## config.mk

```make
export PLATFORM = sky130hd
export DESIGN_NAME = watch_set_and_alarm_controller_top
export DESIGN_NICKNAME = d
export VERILOG_FILES = /design/src/rtl/wsa_pkg.sv /design/src/rtl/wsa_debounce.sv /design/src/rtl/wsa_core.sv /design/src/rtl/watch_set_and_alarm_controller_top.sv
export SDC_FILE = /design/constraint.sdc
export NUM_CORES = 1
export LEC_CHECK = 0
export ABC_CLOCK_PERIOD_IN_PS = 7900
export BUFFER_PORTS_ARGS = -buffer_cell sky130_fd_sc_hd__buf_2
export CAP_MARGIN = 20
export CORE_UTILIZATION = 55
export CTS_CLUSTER_SIZE = 25
export DETAILED_ROUTE_END_ITERATION = 10
export PLACE_DENSITY = 0.86
export SYNTH_ARGS = -nofsm -noshare
export SYNTH_HDL_FRONTEND = slang
export SYNTH_SLANG_ARGS = --single-unit
export TNS_END_PERCENT = 1
```

## constraint.sdc

```tcl
create_clock -name clk -period 7.9 [get_ports clk]
set_input_delay 1.185 -clock clk [delete_from_list [all_inputs] [get_ports clk]]
set_output_delay 1.185 -clock clk [all_outputs]
set_load 0.005 [all_outputs]
```

## src/rtl/wsa_pkg.sv

```systemverilog
package wsa_pkg;

  // event codes
  localparam logic [1:0] OP_BUTTON  = 2'd0;
  localparam logic [1:0] OP_REFRESH = 2'd1;
  localparam logic [1:0] OP_EXPIRY  = 2'd2;

  // button codes, also the slot of each button's last press time
  localparam logic [1:0] BTN_SELECT = 2'd0;
  localparam logic [1:0] BTN_INCR   = 2'd1;
  localparam logic [1:0] BTN_MODE   = 2'd2;
  localparam logic [1:0] BTN_ALARM  = 2'd3;

  // edit positions
  localparam logic [3:0] EDIT_HOUR     = 4'd0;
  localparam logic [3:0] EDIT_MINUTE   = 4'd1;
  localparam logic [3:0] EDIT_WEEKDAY  = 4'd2;
  localparam logic [3:0] EDIT_MONTH    = 4'd3;
  localparam logic [3:0] EDIT_DAY      = 4'd4;
  localparam logic [3:0] EDIT_YEAR     = 4'd5;
  localparam logic [3:0] EDIT_ALARM_ON = 4'd6;
  localparam logic [3:0] EDIT_ALARM_HR = 4'd7;
  localparam logic [3:0] EDIT_ALARM_MN = 4'd8;
  localparam logic [3:0] EDIT_NONE     = 4'd9;

  // configuration register indexes
  localparam logic CFG_PRESS_GAP  = 1'b0;
  localparam logic CFG_ADJUST_GAP = 1'b1;

  localparam logic [15:0] PRESS_GAP_RESET  = 16'd1000;
  localparam logic [15:0] ADJUST_GAP_RESET = 16'd10000;

  // year is held as an offset from the base year
  localparam logic [11:0] YEAR_BASE    = 12'd2000;
  localparam logic [6:0]  YEAR_OFF_MAX = 7'd99;
  localparam logic [6:0]  YEAR_OFF_CENTURY = 7'd100;

  localparam int unsigned STAMP_W = 27;

  // one accepted event word
  typedef struct packed {
    logic [1:0]         op;
    logic [1:0]         button;
    logic               pin_high;
    logic [STAMP_W-1:0] now_ms;
    logic [4:0]         clock_hour;
    logic [5:0]         clock_minute;
    logic [2:0]         clock_weekday;
    logic [4:0]         clock_day;
    logic [3:0]         clock_month;
    logic [6:0]         clock_year_offset;
  } event_t;

  // held watch state
  typedef struct packed {
    logic [4:0] hour;
    logic [5:0] minute;
    logic [2:0] weekday;
    logic [4:0] day;
    logic [3:0] month;
    logic [6:0] year_off;
    logic [4:0] wake_hour;
    logic [5:0] wake_minute;
    logic       wake_enabled;
    logic       adjust;
    logic [3:0] edit;
    logic       ringing;
    logic       silenced;
    logic       hold_armed;
  } watch_t;

  // press time check request to the debounce unit
  typedef struct packed {
    logic [1:0]         slot;
    logic [15:0]        gap;
    logic [STAMP_W-1:0] now_ms;
  } press_req_t;

  // days in a month, leap years by the gregorian rule; bad months get 31
  function automatic logic [4:0] month_days(input logic [3:0] month,
                                            input logic [6:0] year_off);
    logic leap;
    leap = (year_off[1:0] == 2'b00) && (year_off != YEAR_OFF_CENTURY);
    case (month)
      4'd4, 4'd6, 4'd9, 4'd11: month_days = 5'd30;
      4'd2:                    month_days = leap ? 5'd29 : 5'd28;
      default:                 month_days = 5'd31;
    endcase
  endfunction

endpackage

```

## src/rtl/wsa_debounce.sv

```systemverilog
module wsa_debounce (
  input  logic                clk,
  input  logic                rst,
  input  wsa_pkg::press_req_t req,
  input  logic                stamp_we,
  output logic                gap_ok
);
  import wsa_pkg::*;

  logic [STAMP_W-1:0] last_press [4];
  logic [STAMP_W:0]   diff;

  // times are below 2^27, so a wrapped difference is always past any gap
  assign diff   = {1'b0, req.now_ms} - {1'b0, last_press[req.slot]};
  assign gap_ok = diff[STAMP_W] || (diff[STAMP_W-1:0] >= {{(STAMP_W-16){1'b0}}, req.gap});

  // last accepted press time per button
  always_ff @(posedge clk) begin
    if (rst) begin
      for (int i = 0; i < 4; i++) last_press[i] <= '0;
    end else if (stamp_we) begin
      last_press[req.slot] <= req.now_ms;
    end
  end

endmodule

```

## src/rtl/wsa_core.sv

```systemverilog
module wsa_core (
  input  logic                clk,
  input  logic                rst,
  input  wsa_pkg::event_t     ev,
  input  logic                fire,
  input  logic [15:0]         press_gap_ms,
  input  logic [15:0]         adjust_gap_ms,
  input  logic                gap_ok,
  output wsa_pkg::press_req_t req,
  output logic                stamp_we,
  output wsa_pkg::watch_t     st_next
);
  import wsa_pkg::*;

  watch_t     st;
  logic       stamp;
  logic [4:0] ld_days;
  logic [5:0] rearm_minute;
  logic [4:0] rearm_hour;

  // debounce slot and gap for this word
  always_comb begin
    req.slot   = (ev.op == OP_EXPIRY) ? BTN_MODE : ev.button;
    req.gap    = (ev.op == OP_BUTTON && ev.button == BTN_INCR) ? adjust_gap_ms
                                                                 : press_gap_ms;
    req.now_ms = ev.now_ms;
  end

  assign stamp_we = fire && stamp;

  assign ld_days = month_days(ev.clock_month, ev.clock_year_offset);

  // alarm re-arm time, one minute after the alarm time
  always_comb begin
    if (st.wake_minute >= 6'd59) begin
      rearm_minute = 6'd0;
      rearm_hour   = (st.wake_hour >= 5'd23) ? 5'd0 : st.wake_hour + 5'd1;
    end else begin
      rearm_minute = st.wake_minute + 6'd1;
      rearm_hour   = st.wake_hour;
    end
  end

  // next state for the word in the input register
  always_comb begin
    st_next = st;
    stamp   = 1'b0;
    case (ev.op)
      OP_BUTTON: begin
        if (st.ringing) begin
          st_next.ringing  = 1'b0;
          st_next.silenced = 1'b1;
        end
        case (ev.button)
          BTN_ALARM: begin
            if (!st.adjust && gap_ok && ev.pin_high) begin
              stamp                = 1'b1;
              st_next.wake_enabled = !st.wake_enabled;
            end
          end
          BTN_MODE: begin
            if (gap_ok && ev.pin_high) begin
              stamp              = 1'b1;
              st_next.hold_armed = 1'b1;
            end
          end
          BTN_INCR: begin
            if (gap_ok && ev.pin_high && st.adjust) begin
              stamp = 1'b1;
              case (st.edit)
                EDIT_HOUR:     st_next.hour = (st.hour >= 5'd23) ? 5'd0 : st.hour + 5'd1;
                EDIT_MINUTE:   st_next.minute = (st.minute >= 6'd59) ? 6'd0
                                                                     : st.minute + 6'd1;
                EDIT_WEEKDAY:  st_next.weekday = (st.weekday >= 3'd6) ? 3'd0
                                                                      : st.weekday + 3'd1;
                EDIT_MONTH:    st_next.month = (st.month >= 4'd12) ? 4'd1 : st.month + 4'd1;
                EDIT_DAY:      st_next.day = (st.day >= month_days(st.month, st.year_off))
                                             ? 5'd1 : st.day + 5'd1;
                EDIT_YEAR:     st_next.year_off = (st.year_off >= YEAR_OFF_MAX) ? 7'd0
                                                                             : st.year_off + 7'd1;
                EDIT_ALARM_ON: st_next.wake_enabled = !st.wake_enabled;
                EDIT_ALARM_HR: st_next.wake_hour = (st.wake_hour >= 5'd23) ? 5'd0
                                                                           : st.wake_hour + 5'd1;
                EDIT_ALARM_MN: st_next.wake_minute = (st.wake_minute >= 6'd59) ? 6'd0
                                                                   : st.wake_minute + 6'd1;
                default: ;
              endcase
            end
          end
          default: begin
            if (gap_ok && ev.pin_high) begin
              stamp = 1'b1;
              if (st.adjust) begin
                st_next.edit = (st.edit >= EDIT_NONE) ? EDIT_HOUR : st.edit + 4'd1;
              end
            end
          end
        endcase
      end
      OP_REFRESH: begin
        if (!st.adjust) begin
          st_next.hour     = ev.clock_hour;
          st_next.minute   = ev.clock_minute;
          st_next.weekday  = ev.clock_weekday;
          st_next.day      = ev.clock_day;
          st_next.month    = ev.clock_month;
          st_next.year_off = ev.clock_year_offset;
          // roll an impossible day into the next month
          if (ev.clock_day > ld_days) begin
            st_next.day = 5'd1;
            if (ev.clock_month >= 4'd12) begin
              st_next.month    = 4'd1;
              st_next.year_off = (ev.clock_year_offset >= YEAR_OFF_MAX) ? 7'd0
                                 : ev.clock_year_offset + 7'd1;
            end else begin
              st_next.month = ev.clock_month + 4'd1;
            end
          end
          // alarm start and re-arm
          if (st.wake_enabled && !st.silenced && !st.ringing &&
              ev.clock_hour == st.wake_hour && ev.clock_minute == st.wake_minute) begin
            st_next.ringing = 1'b1;
          end
          if (st.silenced && ev.clock_hour == rearm_hour &&
              ev.clock_minute == rearm_minute) begin
            st_next.silenced = 1'b0;
          end
        end
      end
      OP_EXPIRY: begin
        if (st.hold_armed && ev.pin_high && gap_ok) begin
          st_next.adjust     = !st.adjust;
          st_next.edit       = EDIT_HOUR;
          st_next.hold_armed = 1'b0;
        end
      end
      default: ;
    endcase
  end

  // held state
  always_ff @(posedge clk) begin
    if (rst) begin
      st.hour         <= 5'd0;
      st.minute       <= 6'd0;
      st.weekday      <= 3'd0;
      st.day          <= 5'd1;
      st.month        <= 4'd1;
      st.year_off     <= 7'd0;
      st.wake_hour    <= 5'd8;
      st.wake_minute  <= 6'd0;
      st.wake_enabled <= 1'b1;
      st.adjust       <= 1'b0;
      st.edit         <= EDIT_HOUR;
      st.ringing      <= 1'b0;
      st.silenced     <= 1'b0;
      st.hold_armed   <= 1'b0;
    end else if (fire) begin
      st <= st_next;
    end
  end

endmodule

```

## src/rtl/watch_set_and_alarm_controller_top.sv

```systemverilog
// Watch time-set and alarm controller. Each event word (button edge, display
// refresh with a clock reading, or hold timer expiry) gives exactly one result
// word with the held time, date, alarm settings and mode flags after it. An
// event passes an input register, combinational update logic and a result
// register, so the block takes one event per clock unless the result stalls,
// and a result word is valid once the result register holds it; while a result
// waits, one more event is held in the input register and then the input
// stalls. Button presses are debounced against the last accepted press of the
// same button using the two gap registers, which the user must write through
// the cfg port only while no event is in flight; the block does not enforce it.
module watch_set_and_alarm_controller_top (
  input  logic        clk,
  input  logic        rst,
  // configuration
  input  logic        cfg_we,
  input  logic        cfg_index,
  input  logic [15:0] cfg_data,
  // event channel
  input  logic        event_valid,
  output logic        event_stall,
  input  logic [1:0]  op,
  input  logic [1:0]  button,
  input  logic        pin_high,
  input  logic [26:0] now_ms,
  input  logic [4:0]  clock_hour,
  input  logic [5:0]  clock_minute,
  input  logic [2:0]  clock_weekday,
  input  logic [4:0]  clock_day,
  input  logic [3:0]  clock_month,
  input  logic [6:0]  clock_year_offset,
  // result channel
  output logic        result_valid,
  input  logic        result_stall,
  output logic [4:0]  show_hour,
  output logic [5:0]  show_minute,
  output logic [2:0]  show_weekday,
  output logic [4:0]  show_day,
  output logic [3:0]  show_month,
  output logic [11:0] show_year,
  output logic [4:0]  show_alarm_hour,
  output logic [5:0]  show_alarm_minute,
  output logic        alarm_enabled,
  output logic        in_adjust,
  output logic [3:0]  edit_position,
  output logic        alarm_sounding
);
  import wsa_pkg::*;

  logic [15:0] press_gap_ms;
  logic [15:0] adjust_gap_ms;
  event_t      ev_q;
  logic        ev_valid;
  watch_t      res_q;
  logic        advance;
  logic        fire;
  logic        accept;
  press_req_t  req;
  logic        stamp_we;
  logic        gap_ok;
  watch_t      st_next;

  // gap registers
  always_ff @(posedge clk) begin
    if (rst) begin
      press_gap_ms  <= PRESS_GAP_RESET;
      adjust_gap_ms <= ADJUST_GAP_RESET;
    end else if (cfg_we) begin
      case (cfg_index)
        CFG_PRESS_GAP:  press_gap_ms  <= cfg_data;
        CFG_ADJUST_GAP: adjust_gap_ms <= cfg_data;
        default: ;
      endcase
    end
  end

  // handshake
  assign advance     = !result_valid || !result_stall;
  assign fire        = ev_valid && advance;
  assign event_stall = ev_valid && !advance;
  assign accept      = event_valid && !event_stall;

  // input register
  always_ff @(posedge clk) begin
    if (rst) begin
      ev_valid <= 1'b0;
    end else if (accept) begin
      ev_valid <= 1'b1;
    end else if (fire) begin
      ev_valid <= 1'b0;
    end
  end

  always_ff @(posedge clk) begin
    if (accept) begin
      ev_q.op                <= op;
      ev_q.button            <= button;
      ev_q.pin_high          <= pin_high;
      ev_q.now_ms            <= now_ms;
      ev_q.clock_hour        <= clock_hour;
      ev_q.clock_minute      <= clock_minute;
      ev_q.clock_weekday     <= clock_weekday;
      ev_q.clock_day         <= clock_day;
      ev_q.clock_month       <= clock_month;
      ev_q.clock_year_offset <= clock_year_offset;
    end
  end

  wsa_debounce u_debounce (
    .clk      (clk),
    .rst      (rst),
    .req      (req),
    .stamp_we (stamp_we),
    .gap_ok   (gap_ok)
  );

  wsa_core u_core (
    .clk           (clk),
    .rst           (rst),
    .ev            (ev_q),
    .fire          (fire),
    .press_gap_ms  (press_gap_ms),
    .adjust_gap_ms (adjust_gap_ms),
    .gap_ok        (gap_ok),
    .req           (req),
    .stamp_we      (stamp_we),
    .st_next       (st_next)
  );

  // result register
  always_ff @(posedge clk) begin
    if (rst) begin
      result_valid <= 1'b0;
    end else if (fire) begin
      result_valid <= 1'b1;
    end else if (!result_stall) begin
      result_valid <= 1'b0;
    end
  end

  always_ff @(posedge clk) begin
    if (fire) begin
      res_q <= st_next;
    end
  end

  // result word fields
  assign show_hour         = res_q.hour;
  assign show_minute       = res_q.minute;
  assign show_weekday      = res_q.weekday;
  assign show_day          = res_q.day;
  assign show_month        = res_q.month;
  assign show_year         = YEAR_BASE + {5'b0, res_q.year_off};
  assign show_alarm_hour   = res_q.wake_hour;
  assign show_alarm_minute = res_q.wake_minute;
  assign alarm_enabled     = res_q.wake_enabled;
  assign in_adjust         = res_q.adjust;
  assign edit_position     = res_q.edit;
  assign alarm_sounding    = res_q.ringing;

endmodule

```

; ---- Word level (Yosys, flattened, before mapping)
; Memory sizes are Yosys's and may differ from the RTL's.
; Index checks and enable logic that the tools add are counted.
[classes]
addsub = 13
magnitude_cmp = 13
eq_ne = 36
mux = 72
bitwise_logic = 1
n_reduce_logical = 44
[op_table]
columns = operator, count
row1 = 2-to-1 mux 5 bit, 12
row2 = one-hot mux 30 bit (2 select lines), 1
row3 = 2-to-1 mux 42 bit, 1
row4 = 2-to-1 mux 41 bit, 1
row5 = == test 4 x 3 -> 1 bit (second input constant), 8
row6 = 2-to-1 mux 16 bit, 2
row7 = 2-to-1 mux 30 bit, 1
row8 = 2-to-1 mux 4 bit, 7
row9 = 2-to-1 mux 7 bit, 4
row10 = subtractor 27 x 27 -> 28 bit, 1
row11 = greater-or-equal comparator 27 x 16 -> 1 bit, 1
row12 = 2-to-1 mux 27 bit, 1
row13 = OR reduction 27 bit, 1
row14 = 2-to-1 mux 1 bit, 25
row15 = 2-to-1 mux 6 bit, 4
row16 = == test 4 bit (second input constant), 5
row17 = one-hot mux 5 bit (2 select lines), 2
row18 = logical AND 1 bit, 19
row19 = == test 4 x 2 -> 1 bit (second input constant), 4
row20 = adder 5 x 1 -> 5 bit (second input constant), 3
row21 = adder 7 x 1 -> 7 bit (second input constant), 2
row22 = greater-or-equal comparator 7 bit (second input constant), 2
row23 = inequality test 7 bit (second input constant), 2
row24 = adder 11 x 7 -> 12 bit (first input constant), 1
row25 = other kinds (32), 69
[word_totals]
reg_bits = 194
ramBits = 108
input_bits = 84
output_inout_bits = 55
word_cells = 220
mem_count = 1
[mem_list]
columns = name, words, width, read_ports, rd_clocked_by_memory_dff, write_ports, line_no
row1 = u_debounce.last_press, 4, 27, 1, 0, 4, wsa_debounce.sv:10  ; logic [STAMP_W-1:0] last_press [4];

; ---- Depth between registers and ports, before layout
; An unclocked memory read counts as a cell.
[depth]
word_depth = 17
ltp_mapped = 30
mapped_depth_nobuf = 25

; ---- Cells and area by module
; From an unflattened synthesis, not the netlist that was laid out.
[unflattened]
hier_cells = 1631
hier_area_um2 = 17270.3
[modules_own_cells]
columns = module, instances, cells_each, area_each_um2, seq_area_each_um2
row1 = wsa_debounce, 1, 558, 6606.3, 3243.1
row2 = wsa_core, 1, 769, 5532.8, 1001.0
row3 = watch_set_and_alarm_controller_top, 1, 304, 5131.2, 3983.8

; ---- Worst setup path before layout
; OpenSTA, ideal clock, no wires.
[synth_path]
path_type = flip-flop to flip-flop
start = reg ev_q[60] in the netlist's numbering
end = mem u_debounce.last_press[2][0] (enable)
setup_ns = 0.449
t_arrival_ns = 7.042
t_required_ns = 7.451
setup_slack_ns = 0.409
stages_incl_launch_ff = 28
n_path_buf = 4
synth_period_minus_slack_ns = 7.491
path_cell_list = edfxtp_1 clkbuf_1 nor2b_1 clkbuf_1 buf_1 nor3_1 o21ai_0 o221ai_1 ha_1 buf_2 a21oi_1 o21ai_0 inv_1 and3_1 o21bai_1 a21oi_1 xnor2_1 ha_1 nand4_1 nor4_1 nor2b_1 nand2b_1 o221a_2 o2111ai_1 nor4b_2 a21boi_4 nand3_2 o21ai_0
[synth_rtl]
columns = element, line_no
row1 = "start, declared", watch_set_and_alarm_controller_top.sv:51  ; event_t ev_q;
row2 = "end, declared", wsa_debounce.sv:10

==> metrics <==
status finished, final reports clean; post-route cell area 18900 sq um; met2 routed WL roughly 22000 um; first-pass GRT wire length 70400 um; clock sink count 302; PwrDens around 210 nW/um^2; Post-synth EDFFs roughly 220; vias in the first global route 13400; clock-pin slew on the worst setup and hold paths 60 ps; dpl cells 2152; Crit Path Max Fanout 53; Area Growth Syn to Fin 9.72%; worst min-delay path startpoint adjust_gap_ms[12]; row count 64; Yosys reg bits 302; initial core utilization between 50 and 60%; routed vias/inst 6.32; CP Launch Type register; height of the die about 180 um; GP Congestion roughly 0.99; setup TNS 0 ps; Yosys top cell area share around two fifths; Final min period 7270 ps; Buffers on Ports between 100 and 150; cts bufs inserted 34; CTS tree done; crit share post-route 92.0%; Hold Crit Depth 2; H-Tree Depth 2; CTS root buf clkbuf_16; FMAX roughly 0.14 GHz; Routed Antenna Nets 0; maxcap violations 0; fill count 2481; maximum vdd drop 0.000188 V; largest net degree at the start of global routing 87; number of diodes 0; Synth Area per Inst a little under 10 sq um; CP Data Required Time 8060 ps; multi-input logic area approximately 8000 sq um; Cell Area, Synth 17200 sq um; clk_lat worst skew 520 ps; Async S/R FF share, synth 0%; crit path from ev_q[61]; DRC 0; Hold Path Class reg -> reg; die area 32000 sq um; # setup viols final 0; Congestion Overflow GR 0; final setup skew ~27 ps; register area slightly above 8000 sq um; worst reg2reg startpoint ev_q[61]; Die Width 179 um; Worst Setup End Kind register; Lkg Pwr 7.22 nW; gr usage total 28.1%; ratio of cells with drive above 1 in the final layout between 10% and 20%; fin cells 2214; wl on met1 18400 um; first-pass iteration count of the detailed router 5; unrepaired setup endpoints after global routing false; met3 routed WL 3700 um; vias about 14000; Top Layer Used met4; Wirelength per Cell 20.4 um; Core Box Area 30700 sq um; DRT iter0 DRCs 1474; initial antenna violation count 0; final WL 45100 um; worst rel slew slack 24.7%; Worst Reg-to-Reg Cells 26; Slew @ Worst Pin 1130 ps; final HPWL from detailed placement between 30000 and 40000 um; Synth area leaders edfxtp_1 (38%), dfxtp_1 (9.8%), ha_1 (5.2%); top-level I/O count roughly 140; max-slew violations 0; Synth Instances roughly 1800; Main synth FF type edfxtp_1; Fin. Hold Viols 0; Yosys warnings 0; WS Path Type reg -> reg; Design Power 3.95 mW; Mapped Nets 1909; nets 1951; dpl cell area roughly 18000 sq um; Bufs on Longest Clock Path 3; Yosys top cell by area edfxtp_1; Worst Path Arrival between 7000 and 8000 ps; Distinct cells, synth 85; part of the Yosys area used for sequential elements 47.8%
## worst max-delay path, stage by stage (launching register included)
cell and delay, ps:
edfxtp_1 720, nor2b_2 600, or3_1 180, o21ai_0 70, a21oi_1 200, ha_1 220, inv_1 60, fa_1 420
a211oi_1 400, o21ai_1 210, a31oi_1 300, o21bai_1 110, a21oi_1 200, xnor2_1 90, ha_1 310, nand4_1 110
nor4_1 590, nor2b_1 230, nand2b_1 70, o221a_2 240, o2111ai_1 220, nor4b_2 100, a21boi_4 210, buf_12 260
and2_1 230, a41o_1 190, buf_4 340
## cells by family after synthesis
| family | Yosys count | synth area share [%] |
|---|---|---|
| AND/OR/NAND/NOR | 634 | 18.4 |
| AO/OA/AOI/OAI | 431 | 16.3 |
| flip-flops | 302 | 47.8 |
| buffers and inverters | 199 | 5.61 |
| adder cells (fa/ha/maj) | 73 | 5.35 |
| multiplexers | 67 | 4.17 |
| XOR/XNOR | 46 | 2.34 |
## final timing paths
path	endpoint	slack, ps
setup / recovery	u_debounce.last_press[3][24]	630
hold / removal	adjust_gap_ms[12]	450
setup reg to reg	u_debounce.last_press[3][24]	630
hold reg to reg	adjust_gap_ms[12]	450
## Yosys cell counts (all sizes together) (5+ instances only)
library cell	number
a2111oi	5
a211oi	14
a21o	7
a21oi	114
a22oi	12
a31oi	32
and2	121
and3	19
buf	77
clkbuf	79
dfxtp	84
edfxtp	218
ha	72
inv	42
mux2	37
mux2i	30
nand2	196
nand2b	16
nand3	57
nand4	18
nor2	98
nor2b	18
nor3	46
nor4	12
o2111ai	8
o211ai	11
o21a	10
o21ai	124
o221ai	32
o22ai	8
o31ai	6
or3	9
xnor2	19
xor2	27
## layer usage
metal | vias up | global-route usage (%)
li1 | 6465 | -
met1 | 6688 | 36.5
met2 | 718 | 46.5
met3 | 112 | 5.17
met4 | 0 | 10.6
met5 | - | 0
## power breakdown
| group | switching [mW] | internal [mW] | total, mW |
|---|---|---|---|
| registers | 0.0557 | 1.77 | 1.83 |
| logic | 0.367 | 0.225 | 0.592 |
| clock network | 0.650 | 0.876 | 1.53 |
| total | 1.07 | 2.87 | 3.95 |
## registers in the layout, summed over array words and instances (netlist names), 3 cells and up
signal                 count
res_q                      7
u_core.st                 50
show_weekday               3
adjust_gap_ms             16
show_alarm_hour            5
edit_position              4
show_minute                6
show_day                   5
show_hour                  5
press_gap_ms              16
u_debounce.last_press    108
ev_q                      62
show_alarm_minute          6
show_month                 4
## what timing repair did
item / 4_1_cts / 5_1_grt
hold buffers: 0 / 0
gates resized for setup: 0 / 2
endpoints found under the setup margin: 0 / 54
buffers inserted: 0 / 0
## placed cells by master (no fill, tap or decap), drive strengths merged, types with 6 or more instances in the layout
cell / n
edfxtp: 218
nand2: 196
buf: 162
o21ai: 124
and2: 121
a21oi: 114
nor2: 98
dfxtp: 84
ha: 72
nand3: 57
nor3: 46
inv: 46
clkbuf: 40
mux2: 37
o221ai: 32
a31oi: 32
mux2i: 30
xor2: 27
xnor2: 19
and3: 19
nand4: 18
nor2b: 18
nand2b: 16
a211oi: 14
clkinv: 13
nor4: 12
a22oi: 12
o211ai: 11
o21a: 10
or3: 9
o2111ai: 8
o22ai: 8
a21o: 7
o31ai: 6
## stage by stage
stage	setup slack (ps)	utilization [%]	hold WS [ps]
3_3_place_gp	926	58.0	440
5_1_grt	91.1	61.5	470
6_report	630	61.5	453
2_1_floorplan	409	-	433
3_5_place_dp	656	58.0	446
4_1_cts	617	61.5	454
## final cells by class
| type | instances | area share [%] |
|---|---|---|
| clock inverter | 20 | 0.994 |
| timing repair buffer | 162 | 4.70 |
| sequential | 302 | 43.6 |
| clock buffer | 40 | 4.68 |
| tap | 396 | 2.62 |
| multi-input combinational | 1251 | 42.6 |
| inverter | 43 | 0.855 |
Note: power is estimated with default switching activity, not from simulation.
